--- config.mk ---
export PLATFORM = sky130hd
export DESIGN_NAME = vrrb_ram
export DESIGN_NICKNAME = d
export VERILOG_FILES = /design/src/rtl/core/assert_macros.svh /design/src/rtl/core/vrrb_ram.sv
export SDC_FILE = /design/constraint.sdc
export NUM_CORES = 1
export LEC_CHECK = 0
export BUFFER_PORTS_ARGS = -buffer_cell sky130_fd_sc_hd__buf_2
export CAP_MARGIN = 20
export CORE_UTILIZATION = 54
export DETAILED_ROUTE_END_ITERATION = 10
export PLACE_DENSITY = 0.74
export SLEW_MARGIN = 0
export SYNTH_ARGS = -nofsm -noshare
export SYNTH_HDL_FRONTEND = slang
export SYNTH_SLANG_ARGS = --single-unit
--- constraint.sdc ---
create_clock -name clock -period 1.5 [get_ports clock]
set_input_delay 0.075 -clock clock [delete_from_list [all_inputs] [get_ports clock]]
set_output_delay 0.075 -clock clock [all_outputs]
set_load 0.005 [all_outputs]
--- src/rtl/core/assert_macros.svh ---
// shared assertion forms, clocked on the rising edge and idle during reset
`ifndef ASSERT_MACROS_SVH
`define ASSERT_MACROS_SVH

// property must hold at every edge out of reset
`define ASSERT_CLK(name, prop, msg) \
   name: assert property (@(posedge clock) disable iff (reset) (prop)) else $error(msg);

// condition must never be seen out of reset
`define ASSERT_NEVER(name, cond, msg) \
   name: assert property (@(posedge clock) disable iff (reset) !(cond)) else $error(msg);

`endif

--- src/rtl/core/vrrb_ram.sv ---
`timescale 1ns / 1ps

module vrrb_ram #(
   parameter int unsigned DEPTH = 16,
   parameter int unsigned WIDTH = 8
) (
   input  logic                     clock,
   input  logic                     wr_en,
   input  logic [$clog2(DEPTH)-1:0] wr_addr,
   input  logic [WIDTH-1:0]         wr_data,
   input  logic                     rd_en,
   input  logic [$clog2(DEPTH)-1:0] rd_addr,
   output logic [WIDTH-1:0]         rd_data
);

   logic [WIDTH-1:0] mem [DEPTH];
   logic [WIDTH-1:0] rd_data_ff;

   always_ff @(posedge clock) begin
      if (wr_en) begin
         mem[wr_addr] <= wr_data;
      end
   end

   always_ff @(posedge clock) begin
      if (rd_en) begin
         rd_data_ff <= mem[rd_addr];
      end
   end

   assign rd_data = rd_data_ff;

endmodule

## Word-level counts from Yosys, hierarchy flattened

Memory sizes are Yosys's and may differ from the RTL's. A register that Yosys moved wholly into a read port is not among the register bits.
Cells that the tools add are included.

- Mux-type cells: 2

Operator list:

| kind | number |
|---|---|
| 1-bit two-way mux | 2 |

- Register bits after elaboration: 0
- RAM bits: 128
- Input port bits: 19
- Logic and storage cells: 3
- Memories kept: 1

Memory list:

| name | words | width | rd ports | clocked after memory_dff | wr ports | line | RTL |
|---|---|---|---|---|---|---|---|
| mem | 16 | 8 | 1 | 1 | 1 | vrrb_ram.sv:16 | `logic [WIDTH-1:0] mem [DEPTH];` |

## Longest topological paths before layout

- Depth after elaboration: 2
- Gate-level depth with buffers: 5

## Worst setup path after synthesis

Ideal clock, no wire load.

- Kind: input to register
- Start point: input wr_addr[2]
- End point: memory mem[0][0], enable pin
- Library setup time: 0.383 ns
- Data arrival time: 1.185 ns
- Required time: 1.117 ns
- Path slack: -0.068 ns
- Stages: 2
- Buffers on the path: 0
- Cells stage by stage: or3b_2 > nor3_1

RTL lines:

| what | line | RTL |
|---|---|---|
| start: declaration | vrrb_ram.sv:9 | `input logic [$clog2(DEPTH)-1:0] wr_addr,` |
| end: declaration | vrrb_ram.sv:16 |  |

Straight into the memory's write port.

==> flow_summary.toml <==
[timing]
hold_ws_ns = 0.155
slew_viol_final = 0
fmax_mhz = 681
max_slew_margin = 0.691
hold_viol_final = 0
setup_viol = 0
rsz0062_at_grt = "true"
worstMarginPinSlew_ns = 0.464
skew_ns = 0.00657
fin_crit_ns = 1.47
finalCritPeriodShare = 0.979

[detailed_routing]
vias_per_cell = 5.97
via_count = 2626
wl_mm = 10.3
drtPass1Iterations = 4
drcViolationCount = 0
wl_per_cell_um = 23.4
drtIter0Drc = 146
antenna_left = 0

[die]
die_width_um = 100
start_util = 0.560
fp.dieH_um = 100
placementRows = 35
die_area_mm2 = 0.0101
ios = 27
core_area_mm2 = 0.00933

[global_routing]
grtUsageMet1 = 0.318
grt_pass1_vias = 2693
grtUsageMet2 = 0.355
overflow = 0
grt_start_max_net_pins = 18
grt-busiest-layer = "met2"
grt_pass1_wl_mm = 15.7
grt.total_usage = 0.230
antenna_found_initial = 0
grtUsageMet3 = 0.0494

[setup_path]
criticalPathCategory = "reg2reg"
crit_required_ns = 1.75
crit_path_max_fanout = 1
start_kind = "flop"
worstPathArrival_ns = 1.72
end_kind = "flop"

[place]
io_buffers = 26
post-place-cells = 399
dpl_cell_area_mm2 = 0.00569
gp_congestion = 0.779
dp_hpwl_mm = 6.24

[job]
drv_cap = 0

[hold_path]
hp-class = "in2reg"

[power_and_ir_drop]
power.leakage_nw = 2.18
vdd_drop_max_v = 0.000982
powerDensity_mw_per_mm2 = 1390

[synthesis]
yosys.area_share.simple = 0.0314
netlist.area_leader.share = 0.781
synthAdderAreaFrac = 0
ys_seq_area_frac = 0.781
synthMuxAreaShare = 0.148
synth_cells = 229
synth_warnings = 0
synth_cell_type_count = 18
synthXorXnorAreaFrac = 0
synth_top_family_by_area = "multiplexers"
netlist_area_mm2 = 0.00523
synth_seq_cells = 136
avgSynthCellArea_um2 = 22.8
synth_nets = 248
synth-compound-area-share = 0.0230
synth_top_area_cell = "edfxtp_1"
yosys-top-cells-area = "edfxtp_1 (78%), mux4_2 (7.8%), mux4_1 (7.0%)"

[clocking]
root_buffer = "clkbuf_8"
numCtsBuffers = 17
clock_latency_ns = 0.51
cts_buffer_depth = 2
numClockSinks = 136
cts_tree = "yes"
path_clk_slew_ns = 0.06
htreeDepth = 4

[layout]
final_area_mm2 = 0.00641
final_nets = 317
syn2layout_area_growth_pct = 22.5
fin_cells = 440
drive_gt1_frac = 0.344
antenna_cells = 0

[status]
status = "finished clean"
-- placed cells by master, fill, tap and decap left out, drive strengths merged, types with 4 or more instances in the layout --
| cell type | n |
|---|---|
| nand2 | 9 |
| clkbuf | 18 |
| buf | 51 |
| clkinv | 7 |
| mux4 | 32 |
| a22oi | 16 |
| edfxtp | 136 |
| nor2 | 13 |
| nor3 | 4 |
| dlygate4sd3 | 9 |
| bufinv | 4 |
-- final cells by class --
class / count / area, µm²
clock buffer: 18 / 418
clock inverter: 14 / 181
fill: 560 / 2920
multi-input combinational: 83 / 1090
sequential: 136 / 4080
tap: 129 / 161
timing repair buffer: 60 / 470
-- worst paths after layout --
kind	end	cells after the start	start	slack (ns)
worst min-delay path	mem[0][7]$_DFFE_PP_	3	wr_addr[0]	0.15
worst max-delay path	rd_data[6]$_DFFE_PP_	3	mem[3][6]$_DFFE_PP_	0.03
worst min register to register	rd_data[1]$_DFFE_PP_	3	mem[3][1]$_DFFE_PP_	0.76
worst max register to register	rd_data[6]$_DFFE_PP_	3	mem[3][6]$_DFFE_PP_	0.03
-- synth_stat cells, drive strengths merged --
| library cell | number |
|---|---|
| clkdlybuf4s25 | 3 |
| nand2 | 9 |
| and2b | 1 |
| nor3 | 4 |
| and2 | 1 |
| nor2b | 1 |
| mux4 | 32 |
| nand2b | 2 |
| edfxtp | 136 |
| nor2 | 13 |
| nand3b | 2 |
| nand3 | 1 |
| or3b | 1 |
| buf | 7 |
| a22oi | 16 |
-- sequential cells by signal (all words and copies together) (netlist names) --
signal,flops
mem,128
rd_data,8
-- critical path, stage by stage (launching register included) --
cell and delay (ns):
edfxtp_1 0.37, mux4_2 0.50, a22oi_2 0.24, nand2_2 0.10
-- metrics by stage --
| step | power, mW | setup TNS [ns] | setup slack (ns) | utilization |
|---|---|---|---|---|
| 6_report | 8.92 | 0 | 0.0308 | 0.687 |
| 5_1_grt | 9.18 | -0.00333 | -0.00333 | 0.687 |
| 4_1_cts | 8.98 | 0 | 0.0151 | 0.685 |
| 3_5_place_dp | 4.80 | -0.863 | -0.156 | 0.610 |
| 3_3_place_gp | 4.78 | -0.679 | -0.151 | 0.610 |
| 2_1_floorplan | 4.59 | 0 | 0.143 | - |
-- layer usage --
layer / wire (µm) / up-vias
met5: 0 / -
met4: 177 / 0
met3: 573 / 12
met2: 5170 / 114
met1: 4370 / 1381
li1: - / 1119
-- where the power goes --
part	total, mW	switching [mW]	internal (mW)
logic	0.444	0.235	0.209
clock network	4.17	1.49	2.68
registers	4.31	0.0265	4.28
-- cells by family (layout without fill, tap and decap cells) --
group	count (synthesis)	count (layout)
flops	136	136
simple gates	35	35
mux	32	32
compound gates	16	16
buf+inv	10	92
-- repair_timing --
action,CTS,global route
setup endpoints to repair,3,4
endpoints found under the hold margin,136,0
resized for setup,4,4
hold buffers,9,0
buffers inserted,0,0
pin swaps,0,1
Note: power is estimated with default switching activity, not from simulation.
