$ cat config.mk
export PLATFORM = sky130hd
export DESIGN_NAME = vrrb_ctrl
export DESIGN_NICKNAME = d
export VERILOG_FILES = /design/src/rtl/core/assert_macros.svh /design/src/rtl/core/vrrb_pkg.sv /design/src/rtl/core/vrrb_ctrl.sv
export SDC_FILE = /design/constraint.sdc
export NUM_CORES = 1
export LEC_CHECK = 0
export BUFFER_PORTS_ARGS = -buffer_cell sky130_fd_sc_hd__buf_4
export CAP_MARGIN = 15
export CORE_UTILIZATION = 33
export DETAILED_ROUTE_END_ITERATION = 10
export PLACE_DENSITY_LB_ADDON = 0.2
export SKIP_LAST_GASP = 1
export SYNTH_ARGS = -nofsm -noshare
export SYNTH_HDL_FRONTEND = slang
export SYNTH_SLANG_ARGS = --single-unit
$ cat constraint.sdc
create_clock -name clock -period 4.2 [get_ports clock]
set_input_delay 0 -clock clock [delete_from_list [all_inputs] [get_ports clock]]
set_output_delay 0 -clock clock [all_outputs]
set_load 0.01 [all_outputs]
$ cat src/rtl/core/assert_macros.svh
// shared assertion forms, clocked on the rising edge and idle during reset
`ifndef ASSERT_MACROS_SVH
`define ASSERT_MACROS_SVH

// property must hold at every edge out of reset
`define ASSERT_CLK(name, prop, msg) \
   name: assert property (@(posedge clock) disable iff (reset) (prop)) else $error(msg);

// condition must never be seen out of reset
`define ASSERT_NEVER(name, cond, msg) \
   name: assert property (@(posedge clock) disable iff (reset) !(cond)) else $error(msg);

`endif

$ cat src/rtl/core/vrrb_pkg.sv
`timescale 1ns / 1ps

package vrrb_pkg;

   localparam int unsigned RING_WORDS       = 1024;
   localparam int unsigned LENGTH_ENTRIES   = 16;
   localparam int unsigned MAX_RECORD_WORDS = 64;

   localparam int unsigned WORD_W   = 32;
   localparam int unsigned RECLEN_W = 7;
   localparam int unsigned STATUS_W = 3;

   localparam int unsigned RING_AW = $clog2(RING_WORDS);
   localparam int unsigned LEN_AW  = $clog2(LENGTH_ENTRIES);

   typedef logic [RING_AW-1:0]  ring_addr_type;
   typedef logic [RING_AW:0]    ring_count_type;
   typedef logic [LEN_AW-1:0]   len_addr_type;
   typedef logic [LEN_AW:0]     len_count_type;
   typedef logic [RECLEN_W-1:0] rec_len_type;
   typedef logic [WORD_W-1:0]   word_type;

   typedef enum logic {
      OP_PUSH = 1'b0,
      OP_POP  = 1'b1
   } op_type;

   typedef enum logic [STATUS_W-1:0] {
      ST_TAKEN  = 3'd0,
      ST_COMMIT = 3'd1,
      ST_DROP   = 3'd2,
      ST_POP    = 3'd3,
      ST_EMPTY  = 3'd4
   } status_type;

   typedef struct packed {
      logic        strobe;
      status_type  status;
      word_type    word_out;
      logic        last_out;
      rec_len_type record_words;
   } rsp_type;

endpackage

$ cat src/rtl/core/vrrb_ctrl.sv
`timescale 1ns / 1ps

module vrrb_ctrl (
   input  logic                     clock,
   input  logic                     reset,
   input  logic                     start,
   output logic                     busy,
   input  vrrb_pkg::op_type         opcode,
   input  vrrb_pkg::word_type       word,
   input  logic                     last,
   output logic                     word_wr_en,
   output vrrb_pkg::ring_addr_type  word_wr_addr,
   output vrrb_pkg::word_type       word_wr_data,
   output logic                     word_rd_en,
   output vrrb_pkg::ring_addr_type  word_rd_addr,
   input  vrrb_pkg::word_type       word_rd_data,
   output logic                     len_wr_en,
   output vrrb_pkg::len_addr_type   len_wr_addr,
   output vrrb_pkg::rec_len_type    len_wr_data,
   output logic                     len_rd_en,
   output vrrb_pkg::len_addr_type   len_rd_addr,
   input  vrrb_pkg::rec_len_type    len_rd_data,
   output vrrb_pkg::rsp_type        rsp
);

   import vrrb_pkg::*;

   typedef enum logic [1:0] {
      S_IDLE,
      S_LEN,
      S_READ,
      S_DRAIN
   } state_type;

   localparam ring_count_type RING_CNT = ring_count_type'(RING_WORDS);
   localparam len_count_type  LEN_CNT  = len_count_type'(LENGTH_ENTRIES);
   localparam rec_len_type    MAX_LEN  = rec_len_type'(MAX_RECORD_WORDS);
   localparam rec_len_type    ONE_LEN  = rec_len_type'(1);

   state_type      state_ff,    state_in;
   ring_addr_type  wp_addr_ff,  wp_addr_in;
   logic           wp_wrap_ff,  wp_wrap_in;
   ring_addr_type  rp_addr_ff,  rp_addr_in;
   logic           rp_wrap_ff,  rp_wrap_in;
   len_addr_type   lw_addr_ff,  lw_addr_in;
   logic           lw_wrap_ff,  lw_wrap_in;
   len_addr_type   lr_addr_ff,  lr_addr_in;
   logic           lr_wrap_ff,  lr_wrap_in;
   rec_len_type    pending_ff,  pending_in;
   logic           dropping_ff, dropping_in;
   rec_len_type    len_ff,      len_in;
   rec_len_type    remain_ff,   remain_in;
   logic           rd_pend_ff,  rd_pend_in;
   logic           rd_last_ff,  rd_last_in;
   rsp_type        rsp_ff,      rsp_in;

   ring_count_type stored_c;
   len_count_type  records_c;
   rec_len_type    newlen_c;
   rec_len_type    poplen_c;
   logic           drop_c;
   ring_count_type wsum_c;
   ring_count_type csum_c;
   ring_addr_type  wr_addr_c;

   always_comb begin
      if (wp_wrap_ff == rp_wrap_ff) begin
         stored_c = ring_count_type'(wp_addr_ff) - ring_count_type'(rp_addr_ff);
      end else begin
         stored_c = ring_count_type'(wp_addr_ff) + RING_CNT - ring_count_type'(rp_addr_ff);
      end
      if (lw_wrap_ff == lr_wrap_ff) begin
         records_c = len_count_type'(lw_addr_ff) - len_count_type'(lr_addr_ff);
      end else begin
         records_c = len_count_type'(lw_addr_ff) + LEN_CNT - len_count_type'(lr_addr_ff);
      end

      newlen_c = pending_ff + ONE_LEN;
      drop_c   = (newlen_c > MAX_LEN)
              || ((RING_AW + 2)'(stored_c) + (RING_AW + 2)'(newlen_c)
                  > (RING_AW + 2)'(RING_WORDS))
              || (last && (records_c == LEN_CNT));

      // staged word lands past the committed write pointer
      wsum_c = ring_count_type'(wp_addr_ff) + ring_count_type'(pending_ff);
      if (wsum_c >= RING_CNT) begin
         wr_addr_c = ring_addr_type'(wsum_c - RING_CNT);
      end else begin
         wr_addr_c = ring_addr_type'(wsum_c);
      end
      csum_c = ring_count_type'(wp_addr_ff) + ring_count_type'(newlen_c);

      if (len_rd_data == '0) begin
         poplen_c = ONE_LEN;
      end else if (len_rd_data > MAX_LEN) begin
         poplen_c = MAX_LEN;
      end else begin
         poplen_c = len_rd_data;
      end
   end

   always_comb begin
      state_in    = state_ff;
      wp_addr_in  = wp_addr_ff;
      wp_wrap_in  = wp_wrap_ff;
      rp_addr_in  = rp_addr_ff;
      rp_wrap_in  = rp_wrap_ff;
      lw_addr_in  = lw_addr_ff;
      lw_wrap_in  = lw_wrap_ff;
      lr_addr_in  = lr_addr_ff;
      lr_wrap_in  = lr_wrap_ff;
      pending_in  = pending_ff;
      dropping_in = dropping_ff;
      len_in      = len_ff;
      remain_in   = remain_ff;
      rd_pend_in  = 1'b0;
      rd_last_in  = rd_last_ff;
      rsp_in      = '0;
      word_wr_en  = 1'b0;
      word_rd_en  = 1'b0;
      len_wr_en   = 1'b0;
      len_rd_en   = 1'b0;

      // popped word comes back in the cycle after its read
      if (rd_pend_ff) begin
         rsp_in.strobe       = 1'b1;
         rsp_in.status       = ST_POP;
         rsp_in.word_out     = word_rd_data;
         rsp_in.last_out     = rd_last_ff;
         rsp_in.record_words = len_ff;
      end

      unique case (state_ff)
         S_IDLE: begin
            if (start) begin
               rsp_in.strobe   = 1'b1;
               rsp_in.last_out = 1'b1;
               if (opcode == OP_PUSH) begin
                  if (dropping_ff) begin
                     dropping_in   = ~last;
                     rsp_in.status = ST_DROP;
                  end else if (drop_c) begin
                     pending_in    = '0;
                     dropping_in   = ~last;
                     rsp_in.status = ST_DROP;
                  end else begin
                     word_wr_en = 1'b1;
                     if (last) begin
                        len_wr_en = 1'b1;
                        if (len_count_type'(lw_addr_ff) + len_count_type'(1) == LEN_CNT) begin
                           lw_addr_in = '0;
                           lw_wrap_in = ~lw_wrap_ff;
                        end else begin
                           lw_addr_in = lw_addr_ff + len_addr_type'(1);
                        end
                        if (csum_c >= RING_CNT) begin
                           wp_addr_in = ring_addr_type'(csum_c - RING_CNT);
                           wp_wrap_in = ~wp_wrap_ff;
                        end else begin
                           wp_addr_in = ring_addr_type'(csum_c);
                        end
                        pending_in          = '0;
                        rsp_in.status       = ST_COMMIT;
                        rsp_in.record_words = newlen_c;
                     end else begin
                        pending_in    = newlen_c;
                        rsp_in.status = ST_TAKEN;
                     end
                  end
               end else begin
                  if (records_c == '0) begin
                     rsp_in.status = ST_EMPTY;
                  end else begin
                     // no beat yet, the record length comes first
                     rsp_in    = '0;
                     len_rd_en = 1'b1;
                     state_in  = S_LEN;
                  end
               end
            end
         end
         S_LEN: begin
            word_rd_en = 1'b1;
            len_in     = poplen_c;
            remain_in  = poplen_c - ONE_LEN;
            rd_pend_in = 1'b1;
            rd_last_in = (poplen_c == ONE_LEN);
            if (len_count_type'(lr_addr_ff) + len_count_type'(1) == LEN_CNT) begin
               lr_addr_in = '0;
               lr_wrap_in = ~lr_wrap_ff;
            end else begin
               lr_addr_in = lr_addr_ff + len_addr_type'(1);
            end
            state_in = (poplen_c == ONE_LEN) ? S_DRAIN : S_READ;
         end
         S_READ: begin
            word_rd_en = 1'b1;
            remain_in  = remain_ff - ONE_LEN;
            rd_pend_in = 1'b1;
            rd_last_in = (remain_ff == ONE_LEN);
            if (remain_ff == ONE_LEN) begin
               state_in = S_DRAIN;
            end
         end
         S_DRAIN: begin
            state_in = S_IDLE;
         end
         default: begin
            state_in = S_IDLE;
         end
      endcase

      if (word_rd_en) begin
         if (ring_count_type'(rp_addr_ff) + ring_count_type'(1) == RING_CNT) begin
            rp_addr_in = '0;
            rp_wrap_in = ~rp_wrap_ff;
         end else begin
            rp_addr_in = rp_addr_ff + ring_addr_type'(1);
         end
      end
   end

   always_ff @(posedge clock) begin
      if (reset) begin
         state_ff    <= S_IDLE;
         wp_addr_ff  <= '0;
         wp_wrap_ff  <= 1'b0;
         rp_addr_ff  <= '0;
         rp_wrap_ff  <= 1'b0;
         lw_addr_ff  <= '0;
         lw_wrap_ff  <= 1'b0;
         lr_addr_ff  <= '0;
         lr_wrap_ff  <= 1'b0;
         pending_ff  <= '0;
         dropping_ff <= 1'b0;
         rd_pend_ff  <= 1'b0;
         rsp_ff      <= '0;
      end else begin
         state_ff    <= state_in;
         wp_addr_ff  <= wp_addr_in;
         wp_wrap_ff  <= wp_wrap_in;
         rp_addr_ff  <= rp_addr_in;
         rp_wrap_ff  <= rp_wrap_in;
         lw_addr_ff  <= lw_addr_in;
         lw_wrap_ff  <= lw_wrap_in;
         lr_addr_ff  <= lr_addr_in;
         lr_wrap_ff  <= lr_wrap_in;
         pending_ff  <= pending_in;
         dropping_ff <= dropping_in;
         rd_pend_ff  <= rd_pend_in;
         rsp_ff      <= rsp_in;
      end
      len_ff     <= len_in;
      remain_ff  <= remain_in;
      rd_last_ff <= rd_last_in;
   end

   assign busy         = (state_ff != S_IDLE);
   assign word_wr_addr = wr_addr_c;
   assign word_wr_data = word;
   assign word_rd_addr = rp_addr_ff;
   assign len_wr_addr  = lw_addr_ff;
   assign len_wr_data  = newlen_c;
   assign len_rd_addr  = lr_addr_ff;
   assign rsp          = rsp_ff;

endmodule

# Word-level counts from Yosys, hierarchy flattened
# Index checks and enable logic that the tools add are counted.
dict set report word_totals {
  regBits 102
}
dict set report op_classes {
  n_addsub 20
  order_cmp 5
  n_eq_ne 15
  muxes 53
  bitwise 8
  reduce_logical 17
}
# op n
set op_table {}
lappend op_table {{$mux W44} 3}
lappend op_table {{$mux W7} 8}
lappend op_table {{$mux W40} 1}
lappend op_table {{$mux W33} 1}
lappend op_table {{$mux W10} 3}
lappend op_table {{$add A10 B7 Y11} 2}
lappend op_table {{$ge A11 B11 Y1 const B} 2}
lappend op_table {{$mux W1} 22}
lappend op_table {{$sub A10 B1 Y10 const B} 2}
lappend op_table {{$eq A5 B5 Y1 const B} 3}
lappend op_table {{$eq A7 B1 Y1 const B} 2}
lappend op_table {{$gt A7 B7 Y1 const B} 2}
lappend op_table {{$pmux W7 S2} 1}
lappend op_table {{$reduce_and A7 Y1} 2}
lappend op_table {{$sub A7 B1 Y7 const B} 2}
lappend op_table {{$add A11 B7 Y12} 1}
lappend op_table {{$gt A12 B11 Y1 const B} 1}
lappend op_table {{$mux W2} 6}
lappend op_table {{$add A10 B1 Y11 const B} 1}
lappend op_table {{$add A10 B11 Y11 const B} 1}
lappend op_table {{$eq A11 B11 Y1 const B} 1}
lappend op_table {{$mux W11} 1}
lappend op_table {{$sub A10 B10 Y11} 1}
lappend op_table {{$sub A11 B10 Y11} 1}
lappend op_table {{other kinds (28)} 48}

# Longest topological paths before layout
dict set report depth {
  depth_word 12
  mapped_depth 19
}

# Least setup slack after synthesis
# OpenSTA, ideal clock, no wires.
dict set report synth_path {
  path_type {reg-to-reg}
  from {register rp_addr_ff[0] (netlist: word_rd_addr[0])}
  to {register wp_wrap_ff}
  setup_time_ns 0.071
  arrival_time_ns 3.862
  slack_ns 0.268
  path_stages_with_launch 18
  period_less_slack_ns 3.932
  cell_sequence {dfxtp_1 -> ha_1 -> inv_1 -> fa_1 -> a21o_1 -> a21oi_1 -> xnor2_1 -> ha_1 -> nand2_1 -> o31ai_1 -> nand2_1 -> a22o_1 -> nor4_2 -> a32oi_4 -> a21oi_4 -> nand2_2 -> or4_1 -> a21oi_1}
}
dict set report synth_between {
  elab_chain_cells 8
  elab_cells_between_ends 9
}
# item line
set synth_rtl {}
lappend synth_rtl {{from (decl)} vrrb_ctrl.sv:43} ;# ring_addr_type rp_addr_ff, rp_addr_in;
lappend synth_rtl {{from (signal assigned)} vrrb_ctrl.sv:242} ;# rp_addr_ff <= rp_addr_in;
lappend synth_rtl {{$sub A11 B10 Y11 or $sub A10 B10 Y11 (tied branches)} {vrrb_ctrl.sv:70, vrrb_ctrl.sv:68}}
lappend synth_rtl {{$mux W11 (*)} vrrb_ctrl.sv:67} ;# if (wp_wrap_ff == rp_wrap_ff) begin
lappend synth_rtl {{$add A11 B7 Y12 (*)} vrrb_ctrl.sv:80} ;# || ((RING_AW + 2)'(stored_c) + (RING_AW + 2)'(newlen_c)
lappend synth_rtl {{$gt A12 B11 Y1 (*)} vrrb_ctrl.sv:81} ;# > (RING_AW + 2)'(RING_WORDS))
lappend synth_rtl {{$logic_or A1 B1 Y1 (*)} vrrb_ctrl.sv:80}
lappend synth_rtl {{$logic_or A1 B1 Y1 (*)} vrrb_ctrl.sv:82} ;# || (last && (records_c == LEN_CNT));
lappend synth_rtl {{$not A1 Y1 (no source line) (*)} n/a}
lappend synth_rtl {{$reduce_and A7 Y1 (no source line) (*)} n/a}
lappend synth_rtl {{to (signal assigned)} vrrb_ctrl.sv:241} ;# wp_wrap_ff <= wp_wrap_in;
lappend synth_rtl {{to (decl)} vrrb_ctrl.sv:42} ;# logic wp_wrap_ff, wp_wrap_in;
# Every way passes the cells marked *; elsewhere a longest branch is shown, timed or not.
# A chain may end at the register's enable or synchronous reset.

# Final worst setup path
dict set report layout_path {
  from {register wp_addr_ff[0]}
  to {register rsp_ff (netlist bit rsp[0])}
}
dict set report layout_between {
  elab_chain_cells 12
  elab_cells_between_ends 13
}
# item line
set layout_rtl {}
lappend layout_rtl {{from (decl)} vrrb_ctrl.sv:41} ;# ring_addr_type wp_addr_ff, wp_addr_in;
lappend layout_rtl {{from (signal assigned)} vrrb_ctrl.sv:240} ;# wp_addr_ff <= wp_addr_in;
lappend layout_rtl {{$add A10 B11 Y11} vrrb_ctrl.sv:70} ;# stored_c = ring_count_type'(wp_addr_ff) + RING_CNT - ring_count_type'(rp_addr_ff);
lappend layout_rtl {{$sub A11 B10 Y11} vrrb_ctrl.sv:70}
lappend layout_rtl {{$mux W11 (*)} vrrb_ctrl.sv:67}
lappend layout_rtl {{$add A11 B7 Y12 (*)} vrrb_ctrl.sv:80}
lappend layout_rtl {{$gt A12 B11 Y1 (*)} vrrb_ctrl.sv:81}
lappend layout_rtl {{$logic_or A1 B1 Y1 (*)} vrrb_ctrl.sv:80}
lappend layout_rtl {{$logic_or A1 B1 Y1 (*)} vrrb_ctrl.sv:82}
lappend layout_rtl {{$mux W7 (*)} vrrb_ctrl.sv:142} ;# end else if (drop_c) begin
lappend layout_rtl {{$mux W7 (*)} vrrb_ctrl.sv:139} ;# if (dropping_ff) begin
lappend layout_rtl {{$mux W7 (*)} vrrb_ctrl.sv:138} ;# if (opcode == OP_PUSH) begin
lappend layout_rtl {{$mux W44 (*)} vrrb_ctrl.sv:135} ;# if (start) begin
lappend layout_rtl {{$mux W44 (*)} vrrb_ctrl.sv:133} ;# unique case (state_ff)
lappend layout_rtl {{to (signal assigned)} vrrb_ctrl.sv:251} ;# rsp_ff <= rsp_in;
lappend layout_rtl {{to (decl)} vrrb_ctrl.sv:55} ;# rsp_type rsp_ff, rsp_in;
# Marked as above.

==> results.yml <==
worst_setup_path:
  crit_start: "wp_addr_ff[0]$_SDFFE_PP0P_"
  crit_chain: "inv_2 > ha_4 > inv_2 > fa_2 > a21o_1 > a21oi_2 > xnor2_1 > ha_2 > a21oi_4 > o31ai_4 > buf_4 > a21oi_1 > nor2b_2 > mux2i_1 > a32oi_4 > a21oi_4 > buf_6 > nand4_4 > or3_4 > o22ai_2"
  cp.depth: 20
  r2r_end: "rsp[0]$_SDFF_PP0_"
  crit_path_end: "rsp[0]$_SDFF_PP0_"
  cp_max_fo: 7
  crit_slowest_cell: "or3_4"
  worst-path-buf-inv: 4
  critPathLaunchType: "register"
  path_class: "reg2reg"
  crit_family: "compound AO/OA/AOI/OAI gates"
  max_stage_delay_ns: 0.40
  r2r_slack_ns: 0.16
  r2r_cells: 20
  r2r-start: "wp_addr_ff[0]$_SDFFE_PP0P_"
  worstPathRequired_ns: 4.49
  critPathCaptureType: "register"
  arrival_ns: 4.33
pwr:
  ir_drop_v: 0.0002789
  netSwitchingFraction_pct: 36.89
  powerDensity_mw_per_mm2: 431.4
  leakage_nw: 3.574
  pwr-share-seq_pct: 34.2
  p_switching_mw: 1.302
  clock_power_share_pct: 24.1
  p_comb_share_pct: 41.8
  p_int_mw: 2.228
clock_tree:
  cts_max_path_buffers: 2
  clk_latency_ns: 0.36
  clock-sinks: 102
  clkTransAtPathRegs_ns: 0.08
  cts_tree: "yes"
  numCtsBuffers: 9
  h-tree-depth: 3
  cts_root_buf: "clkbuf_16"
logic_synthesis:
  synthCells: 700
  synthTopCellsByCount: "dfxtp_1 (87), nor2_1 (58), inv_1 (52)"
  syn_area_mm2: 0.006212
  ys_seq_area_share_pct: 35.29
  synth_area_leader_cell: "dfxtp_1"
  synth-seq-cells: 102
  synth-edff-count: 15
  synthArstFlopShare_pct: 0
  synth_area_leaders: "dfxtp_1 (28%), ha_1 (9.3%), edfxtp_1 (7.3%)"
  yosys_warnings: 0
  syn_nets: 827
  ys_types: 68
  yosysTopAreaCellShare_pct: 28.04
  synth.avg_cell_area_um2: 8.875
  ys.flop_type: "dfxtp_1"
  yosysMostFrequentCell: "dfxtp_1"
timing:
  min_period_over_period_pct: 96.20
  worst_slew_pin_slew_ns: 0.6376
  report.final.hold_viol_count: 0
  fin_crit_ns: 4.041
  relSlewSlack_pct: 57.49
  setup_viol: 0
  finClkSkew_ns: 0.007981
  finalMaxSlewViolations: 0
  grt_setup_unrepaired: "yes"
  timing.fmax_mhz: 247.5
  timing.hold.ws_ns: 0.000002819
route:
  wl_per_cell_um: 14.90
  drtIter0Drc: 216
  num_vias: 5320
  wl_mm: 16.25
  drt-pass1-iter-count: 7
  post_drt_via_cell_ratio: 4.876
  ant_nets: 0
  drc_errors: 9
final_layout:
  antenna_cells: 0
  nFillCells: 1799
  syn2layout_area_growth_pct: 31.72
  drive_above_1_share_pct: 25.06
  design_area_mm2: 0.008183
  nNetsFinal: 984
grt:
  antenna_found_initial: 0
  grt_overflow: 0
  grt_pass1_wl_mm: 26.14
  grt_pass1_vias: 5094
  grt_usage_pct: 17.16
  grt_max_degree: 58
min_path:
  hold_path_class: "in2out"
floorplanning:
  die_y_um: 139.2
  dieArea_mm2: 0.01938
  die_width_um: 139.2
  io_pins: 192
  core_mm2: 0.01821
  rows: 49
  start_util_pct: 34.12
placed_design:
  numPortBuffers: 127
  globalplace.congestion: 0.8395
  postPlaceCellArea_mm2: 0.007284
  hpwl_mm: 12.22
job:
  drv_cap: 0
outcome:
  outcome: "finished with violations"
  violations: "DRC"
-- through the flow --
stage | std cells | utilization [%] | total power [mW] | setup WS (ns) | TNS [ns]
2_1_floorplan | 700 | - | 2.139 | 0.2679 | 0
3_3_place_gp | 1024 | 40.01 | 2.558 | 0.1274 | 0
3_5_place_dp | 1024 | 40.01 | 2.560 | 0.04362 | 0
4_1_cts | 1079 | 43.79 | 3.459 | 0.003858 | 0
5_1_grt | 1091 | 44.94 | 3.773 | -0.06724 | -0.1744
6_report | 1091 | 44.94 | 3.530 | 0.1594 | 0
-- metal layers --
metal | track usage, % | wire length (µm) | vias up
li1 | - | - | 2703
met1 | 20.92 | 7132 | 2442
met2 | 28.68 | 7679 | 151
met3 | 4.834 | 1058 | 24
met4 | 6.433 | 380 | 0
met5 | 0 | 0 | -
-- layout make-up --
cell class	instances	area (µm²)	share of cell area, %
Multi-Input combinational cell	493	3610	44.11
Sequential cell	102	2197	26.85
Timing Repair Buffer	199	1595	19.50
Tap cell	229	286.5	3.502
Clock buffer	9	225.2	2.752
Inverter	52	195.2	2.385
Clock inverter	7	73.82	0.9021
-- registers in the layout (all words and copies together) (netlist names) --
signal	cells
pending_ff	7
remain_ff	7
word_rd_addr	10
rd_last_ff	1
dropping_ff	1
rsp	44
len_wr_addr	4
len_ff	7
wp_addr_ff	10
rd_pend_ff	1
rp_wrap_ff	1
wp_wrap_ff	1
lw_wrap_ff	1
len_rd_addr	4
state_ff	2
lr_wrap_ff	1
-- power by group through the flow --
stage | Clock (mW) | Sequential [mW] | Combinational [mW]
final | 0.849 | 1.21 | 1.47
after detailed placement | 0 | 1.22 | 1.34
after global placement | 0 | 1.22 | 1.34
after CTS | 0.882 | 1.20 | 1.37
after global routing | 0.923 | 1.22 | 1.63
after floorplan | 0 | 1.24 | 0.901
-- layout by cell type (no fill, tap or decap), types with 14 or more instances in the layout --
cell and n:
dfxtp_1 83, a21oi_1 36, and2_1 35, nand2_1 44, o21ai_0 15, xor2_1 19
nor2_1 58, dlygate4sd3_1 39, xnor2_1 35, edfxtp_1 15, inv_1 50, nor3_1 14
buf_4 159, ha_1 44, nand3_1 20, nor2b_1 14, mux2i_1 15
-- cell families (layout without fill, tap and decap cells) --
kind of cell    count (synthesis)  in the layout  share of synthesized area, %
buf+inv                       105            267                         8.379
flops                         102            102                         35.29
fa+ha+maj                      51             51                         10.88
mux                            17             17                         2.779
xor+xnor                       54             54                         7.613
simple gates                  240            240                         20.20
compound gates                131            131                         14.86
-- how the worst min path moves through the flow --
stage / startpoint / to / slack, ns / cells after the start
final: word[12] / word_wr_data[12] / 0.000003 / 0
after global routing: word[0] / word_wr_data[0] / 0.00002 / 0
after CTS: word[13] / word_wr_data[13] / 0.00007 / 0
after detailed placement: word[13] / word_wr_data[13] / 0.00007 / 0
after global placement: word[13] / word_wr_data[13] / 0.00007 / 0
after floorplan: word[0] / word_wr_data[0] / 0.09 / 1
-- repair_timing --
item | 4_1_cts | 5_1_grt
hold endpoints to repair | 39 | 0
setup endpoints to repair | 0 | 35
hold buffers | 39 | 0
gates resized for setup | 0 | 29
buffers inserted | 0 | 12
-- worst register-to-register path, cell delays in order (launching register included) --
cell     delay (ns)
dfxtp_2        0.34
inv_2          0.06
ha_4           0.12
inv_2          0.03
fa_2           0.36
a21o_1         0.20
a21oi_2        0.12
xnor2_1        0.13
ha_2           0.35
a21oi_4        0.23
o31ai_4        0.11
buf_4          0.15
a21oi_1        0.17
nor2b_2        0.07
mux2i_1        0.22
a32oi_4        0.21
a21oi_4        0.27
buf_6          0.16
nand4_4        0.12
or3_4          0.40
o22ai_2        0.15
Note: power is estimated with default switching activity, not from simulation.
